$ cat src/sv/pcfc_pkg.sv
// Shared types and constants for the pixel color family classifier.
// No dependencies; imported by pcfc_classify and the top level.
`timescale 1ns / 1ps
`default_nettype none

package pcfc_pkg;

  localparam int unsigned PIX_W = 8;
  localparam int unsigned FAM_W = 4;

  // Hue accumulator t = hue * spread / 60, always below 6 * spread.
  localparam int unsigned HUE_T_W = PIX_W + 3;
  // Compare width: 4 * t against boundary_over_15 * spread.
  localparam int unsigned HUE_C_W = HUE_T_W + 2;

  typedef enum logic [FAM_W-1:0] {
    FAM_WHITE     = 4'd0,
    FAM_LIGHTGRAY = 4'd1,
    FAM_GRAY      = 4'd2,
    FAM_DARKGRAY  = 4'd3,
    FAM_BLACK     = 4'd4,
    FAM_RED       = 4'd5,
    FAM_PEACH     = 4'd6,
    FAM_YELLOW    = 4'd7,
    FAM_GREEN     = 4'd8,
    FAM_BLUE      = 4'd9,
    FAM_MAUVE     = 4'd10,
    FAM_PINK      = 4'd11
  } family_t;

  // Achromatic thresholds
  localparam logic [PIX_W-1:0] WHITE_MAX_MIN  = 8'd245;
  localparam logic [PIX_W-1:0] WHITE_MIN_MIN  = 8'd235;
  localparam logic [PIX_W-1:0] BLACK_MAX_MAX  = 8'd22;
  localparam logic [PIX_W-1:0] GRAY_SPREAD    = 8'd14;
  localparam logic [PIX_W-1:0] LIGHTGRAY_MIN  = 8'd205;
  localparam logic [PIX_W-1:0] GRAY_MIN       = 8'd110;

  // Hue boundaries in degrees divided by 15 (15, 45, 75, 165, 255, 315, 345)
  localparam logic [4:0] HB_RED_LO  = 5'd1;
  localparam logic [4:0] HB_PEACH   = 5'd3;
  localparam logic [4:0] HB_YELLOW  = 5'd5;
  localparam logic [4:0] HB_GREEN   = 5'd11;
  localparam logic [4:0] HB_BLUE    = 5'd17;
  localparam logic [4:0] HB_MAUVE   = 5'd21;
  localparam logic [4:0] HB_RED_HI  = 5'd23;

endpackage

`default_nettype wire

$ cat src/sv/pcfc_classify.sv
// Combinational color family decision for one RGB pixel.
// Depends on pcfc_pkg for widths, thresholds and the family codes.
`timescale 1ns / 1ps
`default_nettype none

module pcfc_classify
  import pcfc_pkg::*;
(
  input  wire logic [PIX_W-1:0] red,
  input  wire logic [PIX_W-1:0] green,
  input  wire logic [PIX_W-1:0] blue,
  output family_t               family
);

  logic [PIX_W-1:0]   hi;
  logic [PIX_W-1:0]   lo;
  logic [PIX_W-1:0]   spread;
  logic [HUE_T_W-1:0] t;
  logic [HUE_C_W-1:0] t4;

  always_comb begin
    hi = red;
    lo = red;
    if (green > hi) hi = green;
    if (blue > hi)  hi = blue;
    if (green < lo) lo = green;
    if (blue < lo)  lo = blue;
    spread = hi - lo;
  end

  // t = hs / 60; red sector wraps by adding a full turn (6 * spread).
  // Mod-2^11 math is exact since the true result lies in [0, 6*spread).
  always_comb begin
    if (hi == red) begin
      if (green >= blue) begin
        t = HUE_T_W'(green) - HUE_T_W'(blue);
      end else begin
        t = HUE_T_W'(spread) * HUE_T_W'(6) + HUE_T_W'(green) - HUE_T_W'(blue);
      end
    end else if (hi == green) begin
      t = HUE_T_W'(spread) * HUE_T_W'(2) + HUE_T_W'(blue) - HUE_T_W'(red);
    end else begin
      t = HUE_T_W'(spread) * HUE_T_W'(4) + HUE_T_W'(red) - HUE_T_W'(green);
    end
    t4 = {t, 2'b00};
  end

  // 60*t < B*s  <=>  4*t < (B/15)*s
  function automatic logic below(input logic [HUE_C_W-1:0] lhs,
                                 input logic [PIX_W-1:0]   s,
                                 input logic [4:0]         m);
    logic [HUE_C_W-1:0] rhs;
    rhs = HUE_C_W'(s) * HUE_C_W'(m);
    return lhs < rhs;
  endfunction

  always_comb begin
    priority if (hi >= WHITE_MAX_MIN && lo >= WHITE_MIN_MIN) begin
      family = FAM_WHITE;
    end else if (hi <= BLACK_MAX_MAX) begin
      family = FAM_BLACK;
    end else if (spread <= GRAY_SPREAD) begin
      priority if (hi >= LIGHTGRAY_MIN) family = FAM_LIGHTGRAY;
      else if (hi >= GRAY_MIN)          family = FAM_GRAY;
      else                              family = FAM_DARKGRAY;
    end else if (below(t4, spread, HB_RED_LO) || !below(t4, spread, HB_RED_HI)) begin
      family = FAM_RED;
    end else if (below(t4, spread, HB_PEACH)) begin
      family = FAM_PEACH;
    end else if (below(t4, spread, HB_YELLOW)) begin
      family = FAM_YELLOW;
    end else if (below(t4, spread, HB_GREEN)) begin
      family = FAM_GREEN;
    end else if (below(t4, spread, HB_BLUE)) begin
      family = FAM_BLUE;
    end else if (below(t4, spread, HB_MAUVE)) begin
      family = FAM_MAUVE;
    end else begin
      family = FAM_PINK;
    end
  end

endmodule

`default_nettype wire

$ cat src/sv/pixel_color_family_classifier_unit.sv
// Pixel color family classifier: pixel register, combinational classify, then family register.
// Throughput one item per cycle while family_stall is low; the pixel register and the family register
// each hand off in the same cycle the next stage frees up.
// Reset (rst, synchronous, active high) empties both stages; no other state.
// Depends on pcfc_pkg and pcfc_classify.
`timescale 1ns / 1ps
`default_nettype none

module pixel_color_family_classifier_unit
  import pcfc_pkg::*;
(
  input  wire logic             clk,
  input  wire logic             rst,
  // pixel channel
  input  wire logic             pixel_valid,
  output logic                  pixel_stall,
  input  wire logic [PIX_W-1:0] red,
  input  wire logic [PIX_W-1:0] green,
  input  wire logic [PIX_W-1:0] blue,
  // family channel
  output logic                  family_valid,
  input  wire logic             family_stall,
  output logic [FAM_W-1:0]      family
);

  // Stage 1: registered pixel
  logic             pix_valid;
  logic [PIX_W-1:0] pix_red;
  logic [PIX_W-1:0] pix_green;
  logic [PIX_W-1:0] pix_blue;

  // Stage 2 can take a new item when empty or being drained this cycle
  logic    res_take;
  family_t fam_calc;

  assign res_take    = !family_valid || !family_stall;
  // Stage 1 only holds off the source when it is full and stage 2 cannot move
  assign pixel_stall = pix_valid && !res_take;

  always_ff @(posedge clk) begin
    if (rst) begin
      pix_valid <= 1'b0;
    end else if (!pixel_stall) begin
      pix_valid <= pixel_valid;
    end
  end

  always_ff @(posedge clk) begin
    if (!pixel_stall && pixel_valid) begin
      pix_red   <= red;
      pix_green <= green;
      pix_blue  <= blue;
    end
  end

  pcfc_classify u_classify (
    .red    (pix_red),
    .green  (pix_green),
    .blue   (pix_blue),
    .family (fam_calc)
  );

  // Stage 2: result register, drives the family port directly
  always_ff @(posedge clk) begin
    if (rst) begin
      family_valid <= 1'b0;
    end else if (res_take) begin
      family_valid <= pix_valid;
    end
  end

  always_ff @(posedge clk) begin
    if (res_take && pix_valid) begin
      family <= FAM_W'(fam_calc);
    end
  end

`ifndef ASSERT_OFF
  // Source is only held off when both stages are occupied
  a_stall_only_full: assert property (@(posedge clk) disable iff (rst)
    pixel_stall |-> (pix_valid && family_valid))
    else $error("pixel stalled with a free stage");

  // A registered pixel moves to the result register when the sink is open
  a_advance: assert property (@(posedge clk) disable iff (rst)
    (pix_valid && !family_stall) |=> family_valid)
    else $error("stage 1 item did not advance");

  // Into an empty pipe, an item passes the pixel register, then the family register, to the output
  a_latency: assert property (@(posedge clk) disable iff (rst)
    (pixel_valid && !pixel_stall && !pix_valid && !family_valid) |-> ##2 family_valid)
    else $error("latency not two cycles");

  // A neutral pixel (all channels equal) entering an empty pipe is never given a hue family
  a_neutral: assert property (@(posedge clk) disable iff (rst)
    (pixel_valid && !pixel_stall && !pix_valid && !family_valid
     && red == green && green == blue) |-> ##2 (family <= FAM_W'(FAM_BLACK)))
    else $error("neutral pixel classified as hue");
`endif

endmodule

`default_nettype wire

$ cat config.mk
export PLATFORM = sky130hd
export DESIGN_NAME = pixel_color_family_classifier_unit
export DESIGN_NICKNAME = d
export VERILOG_FILES = /design/src/sv/pcfc_pkg.sv /design/src/sv/pcfc_classify.sv /design/src/sv/pixel_color_family_classifier_unit.sv
export SDC_FILE = /design/constraint.sdc
export NUM_CORES = 1
export LEC_CHECK = 0
export BUFFER_PORTS_ARGS = -buffer_cell sky130_fd_sc_hd__clkbuf_2
export CAP_MARGIN = 10
export CORE_MARGIN = 2
export CORE_UTILIZATION = 61
export CTS_CLUSTER_DIAMETER = 120
export DETAILED_ROUTE_END_ITERATION = 6
export PLACE_DENSITY = 0.88
export SYNTH_ARGS = -nofsm -noshare
export SYNTH_HDL_FRONTEND = slang
export SYNTH_SLANG_ARGS = --single-unit
$ cat constraint.sdc
create_clock -name clk -period 11.78 [get_ports clk]
set_input_delay 0.589 -clock clk [delete_from_list [all_inputs] [get_ports clk]]
set_output_delay 0.589 -clock clk [all_outputs]
set_load 0.05 [all_outputs]
==> impl.org <==
** Setup path
- Counting stages on the worst path, the most repeated cell is ha_1.
- The worst register-to-register path has a depth of 45.
- The worst setup path is launched from a flip-flop.
- Minimum setup slack among reg-to-reg paths :: 0.76 ns
- End of the worst register-to-register path :: family[1]$_SDFFCE_PP0P_
- Launch instance of the worst register-to-register path :: pix_red[1]$_DFFE_PP_
- Data on the critical path arrives at its endpoint at 11.07 ns.
- Total buffers and inverters traversed by the critical path :: 6
- Along the worst path, the maximum fanout reaches 10.
- The slowest stage of the critical path belongs to the cell or3_1.
- By startpoint and endpoint, the worst setup path is classified as reg -> reg.
- Family with the most delay on the worst path :: compound AO/OA/AOI/OAI gates
- Critical Path Sink Type :: flip-flop
- For this run, the slowest stage of the critical path takes between 0.6 and 0.7 ns.
- STA puts the critical path data required time at 11.83 ns.

** Final layout
- Fill cells in the final layout number about 1200.
- Share of layout cells above drive strength 1 :: between 8 and 9%
- Area added between synthesis and finish :: 6.95%
- At the end of the flow, the number of nets in the layout was roughly 1400.
- Inserted Diodes :: 0
- Final design area excluding fillers :: ~9500 um2

** STA
- Derived from the worst setup path, the maximum achievable clock frequency is 0.0908 GHz.
- The number of max-slew violations in the final report was 0.
- Worst clock skew on the final layout :: 0.00473 ns
- Setup repair after global routing left no endpoint under its margin.
- For the final routed database, the setup TNS stands at 0 ns.
- Final period util :: 93.5%
- After layout, the minimum clock period comes to 11.02 ns.
- Setup violators final :: 0
- Headroom to the max-slew limit came out at 23.4%.
- Hold Fails Final Rpt :: 0
- Slew at the pin closest to its max-slew limit :: 1.14 ns

** Clock tree
- CTS H-tree depth :: 2
- TritonCTS built the clock tree.
- Buffers added to address setup during post-CTS repair amount to 0.
- Counting along the longest clock path gives a buffer depth of 2.
- Inserted Clock Buffers :: 5
- The tree built by TritonCTS fans out to 30 sinks.
- Clock edge transition at the registers on the reported setup and hold paths :: 0.06 ns
- CTS root buf :: clkbuf_16
- At the later pin of the worst-skew pair, clock insertion delay measures 0.30 ns.
- Buffers inserted to repair hold after CTS numbered 0.

** Die
- Die Footprint :: 15500 um2
- Once the floorplan was initialized, standard cells occupied between 60% and 70% of the core.
- Die Y-Extent :: roughly 120 um
- Width of the chip :: 125 um
- The core region is 14400 um2.
- Boundary pin count :: 34
- Site row count :: 44

** Synth
- Syn nets :: 1308
- Of all flip-flops after synthesis, the portion carrying an async set or reset was 0%.
- Cell count after synthesis :: 1046
- Post-synth EDFFs :: 28
- By instance count, the leading cell after synthesis is ha_1.
- Most numerous cell types in the synthesized netlist :: ha_1, inv_1, a21oi_1, xnor2_1, nor2_1
- Flop and latch count out of synthesis :: 30
- During synthesis, Yosys emitted a total of 0 warnings.
- Sequential element share of the synthesized area :: 9.93%
- Cell type with the largest total area after synthesis :: ha_1
- Averaged over all synthesized cells, the footprint is 8.48 um2.
- Summing every instance area after synthesis gives 8870 um2.
- Post-synth cell types :: 76
- By area the synthesized netlist is led by ha_1, edfxtp_1, fa_1, inv_1, xnor2_1.
- Top cell type's share of synthesized area :: 27.1%
- Top_reg_cell synth :: edfxtp_1

** Global routing
- Entering global routing, the biggest net connects 27 pins.
- The initial antenna violation count is 0.
- Vias in the first global route :: 8263
- For this run the aggregate overflow at the end of global routing stands at 0.
- Aggregate global-route resource usage :: 31.6%
- Global-route wire length before repair :: a little under 40 mm

** Run status
- Status :: completed

** Placement
- Final weighted congestion in routability-driven placement :: between 1 and 1.5
- HPWL reported at the end of detailed placement :: 19.9 mm
- Port bufs :: 33
- In this run the cell area measured after placement is 9320 um2.

** Worst hold path
- Origin of the worst min-delay path :: blue[3]
- The min-delay analysis places its worst path in the category in -> reg.
- Along the worst hold path, the cell count comes to 1.
- End point of the worst hold path :: pix_blue[3]$_DFFE_PP_

** Routing
- The count of nets left with antenna violations once routing finished came out at 0.
- Routed wire per std cell :: ~19 um
- For this block, the via count after detailed routing is between 7000 and 8000.
- The pre-antenna-repair detailed-routing pass consisted of 5 iterations.
- Via-to-Cell Ratio :: 6.22
- Routed Wire Length :: 24.1 mm
- In this run, the number of DRC markers left after iteration 0 of detailed routing was between 500 and 600.
- For this run, design rule violations remaining after detail routing come to 0.

** Run
- The tool flagged a number of max-cap violations equal to 0.
==> cells in the final DEF (no fill, tap or decap), drive strengths merged, types with 4 or more instances in the layout <==
cell type	netlist	final
and2	4	4
nor3	13	13
nor2b	26	26
edfxtp	28	28
nand2	47	47
a31o	6	6
mux2i	23	23
nand4	10	10
or3	5	5
o21a	6	6
nor2	54	54
xor2	34	34
o31a	5	5
mux2	8	8
buf	6	14
a21oi	89	89
a21boi	6	6
inv	147	147
a31oi	10	10
o211ai	5	5
o31ai	6	6
o2111ai	5	5
o211a	5	5
nand2b	22	22
xnor2	61	61
o21ai	52	52
nand3	14	14
fa	42	42
o21bai	18	18
a21o	41	41
clkbuf	6	38
ha	192	192
a211oi	10	10
==> area by class of cell <==
class / count / area (um2) / area share, %
Clock buffer: 5 / 125 / 1.32
Multi-Input combinational cell: 856 / 7410 / 78.1
Sequential cell: 30 / 881 / 9.28
Inverter: 148 / 556 / 5.85
Timing Repair Buffer: 47 / 270 / 2.85
Tap cell: 184 / 230 / 2.43
Clock inverter: 3 / 16.3 / 0.171
==> kinds of logic after synthesis <==
family / count (synthesis) / share of synthesized area, %
multiplexers: 31 / 3.92
adder cells (fa/ha/maj): 234 / 36.5
AO/OA/AOI/OAI: 288 / 21.3
flip-flops: 30 / 9.93
buffers and inverters: 160 / 6.94
AND/OR/NAND/NOR: 208 / 11.9
XOR/XNOR: 95 / 9.46
==> worst max-delay path by stage <==
stage                                    start                       to  slack (ns)  cells after the start
after global placement    pix_red[1]$_DFFE_PP_  family[1]$_SDFFCE_PP0P_        0.79                     44
after global routing      pix_red[1]$_DFFE_PP_  family[1]$_SDFFCE_PP0P_        0.02                     46
after floorplan           pix_red[1]$_DFFE_PP_  family[1]$_SDFFCE_PP0P_        2.26                     46
after CTS                 pix_red[1]$_DFFE_PP_  family[1]$_SDFFCE_PP0P_        0.57                     45
after detailed placement  pix_red[1]$_DFFE_PP_  family[1]$_SDFFCE_PP0P_        0.63                     45
final                     pix_red[1]$_DFFE_PP_  family[1]$_SDFFCE_PP0P_        0.76                     45
==> state kept, by name, summed over array words and instances, names as in the netlist <==
register and flops:
pix_red 8, pix_valid 1, pix_blue 8, family 4
family_valid 1, pix_green 8
==> worst register-to-register path, delay by kind of cell, from the launching register on <==
family                     cells  cell delay, ns
buffers and inverters          6            0.90
xor gates and xnor gates       2            0.31
DFF                            1            0.49
and+or+nand+nor               10            2.14
AOI/OAI and AO/OA             18            3.72
adders and majority gates      7            2.36
muxes                          2            0.84
==> repair_timing <==
| item | 4_1_cts | 5_1_grt |
|---|---|---|
| endpoints found under the setup margin | 0 | 4 |
| resized for setup | 0 | 6 |
| hold endpoints to repair | 0 | 0 |
==> metrics by stage <==
stage | instances | setup slack, ns | hold WS (ns) | utilization [%]
6_report | 1273 | 0.765 | 0.457 | 66.0
5_1_grt | 1273 | 0.0184 | 0.456 | 66.0
4_1_cts | 1273 | 0.569 | 0.456 | 65.8
3_5_place_dp | 1265 | 0.627 | 0.474 | 64.8
3_3_place_gp | 1265 | 0.794 | 0.464 | 64.8
2_1_floorplan | 1046 | 2.26 | 0.444 | -
==> layer usage <==
metal	global-route usage, %	vias up	routed length, um
met1	38.6	3703	9830
met4	15.1	0	1210
met5	0	-	0
met3	4.98	99	1620
li1	-	3780	-
met2	54.3	332	11500
Power is not shown: default switching activity piles up to over one toggle a cycle in this logic, so the estimate is an artifact.
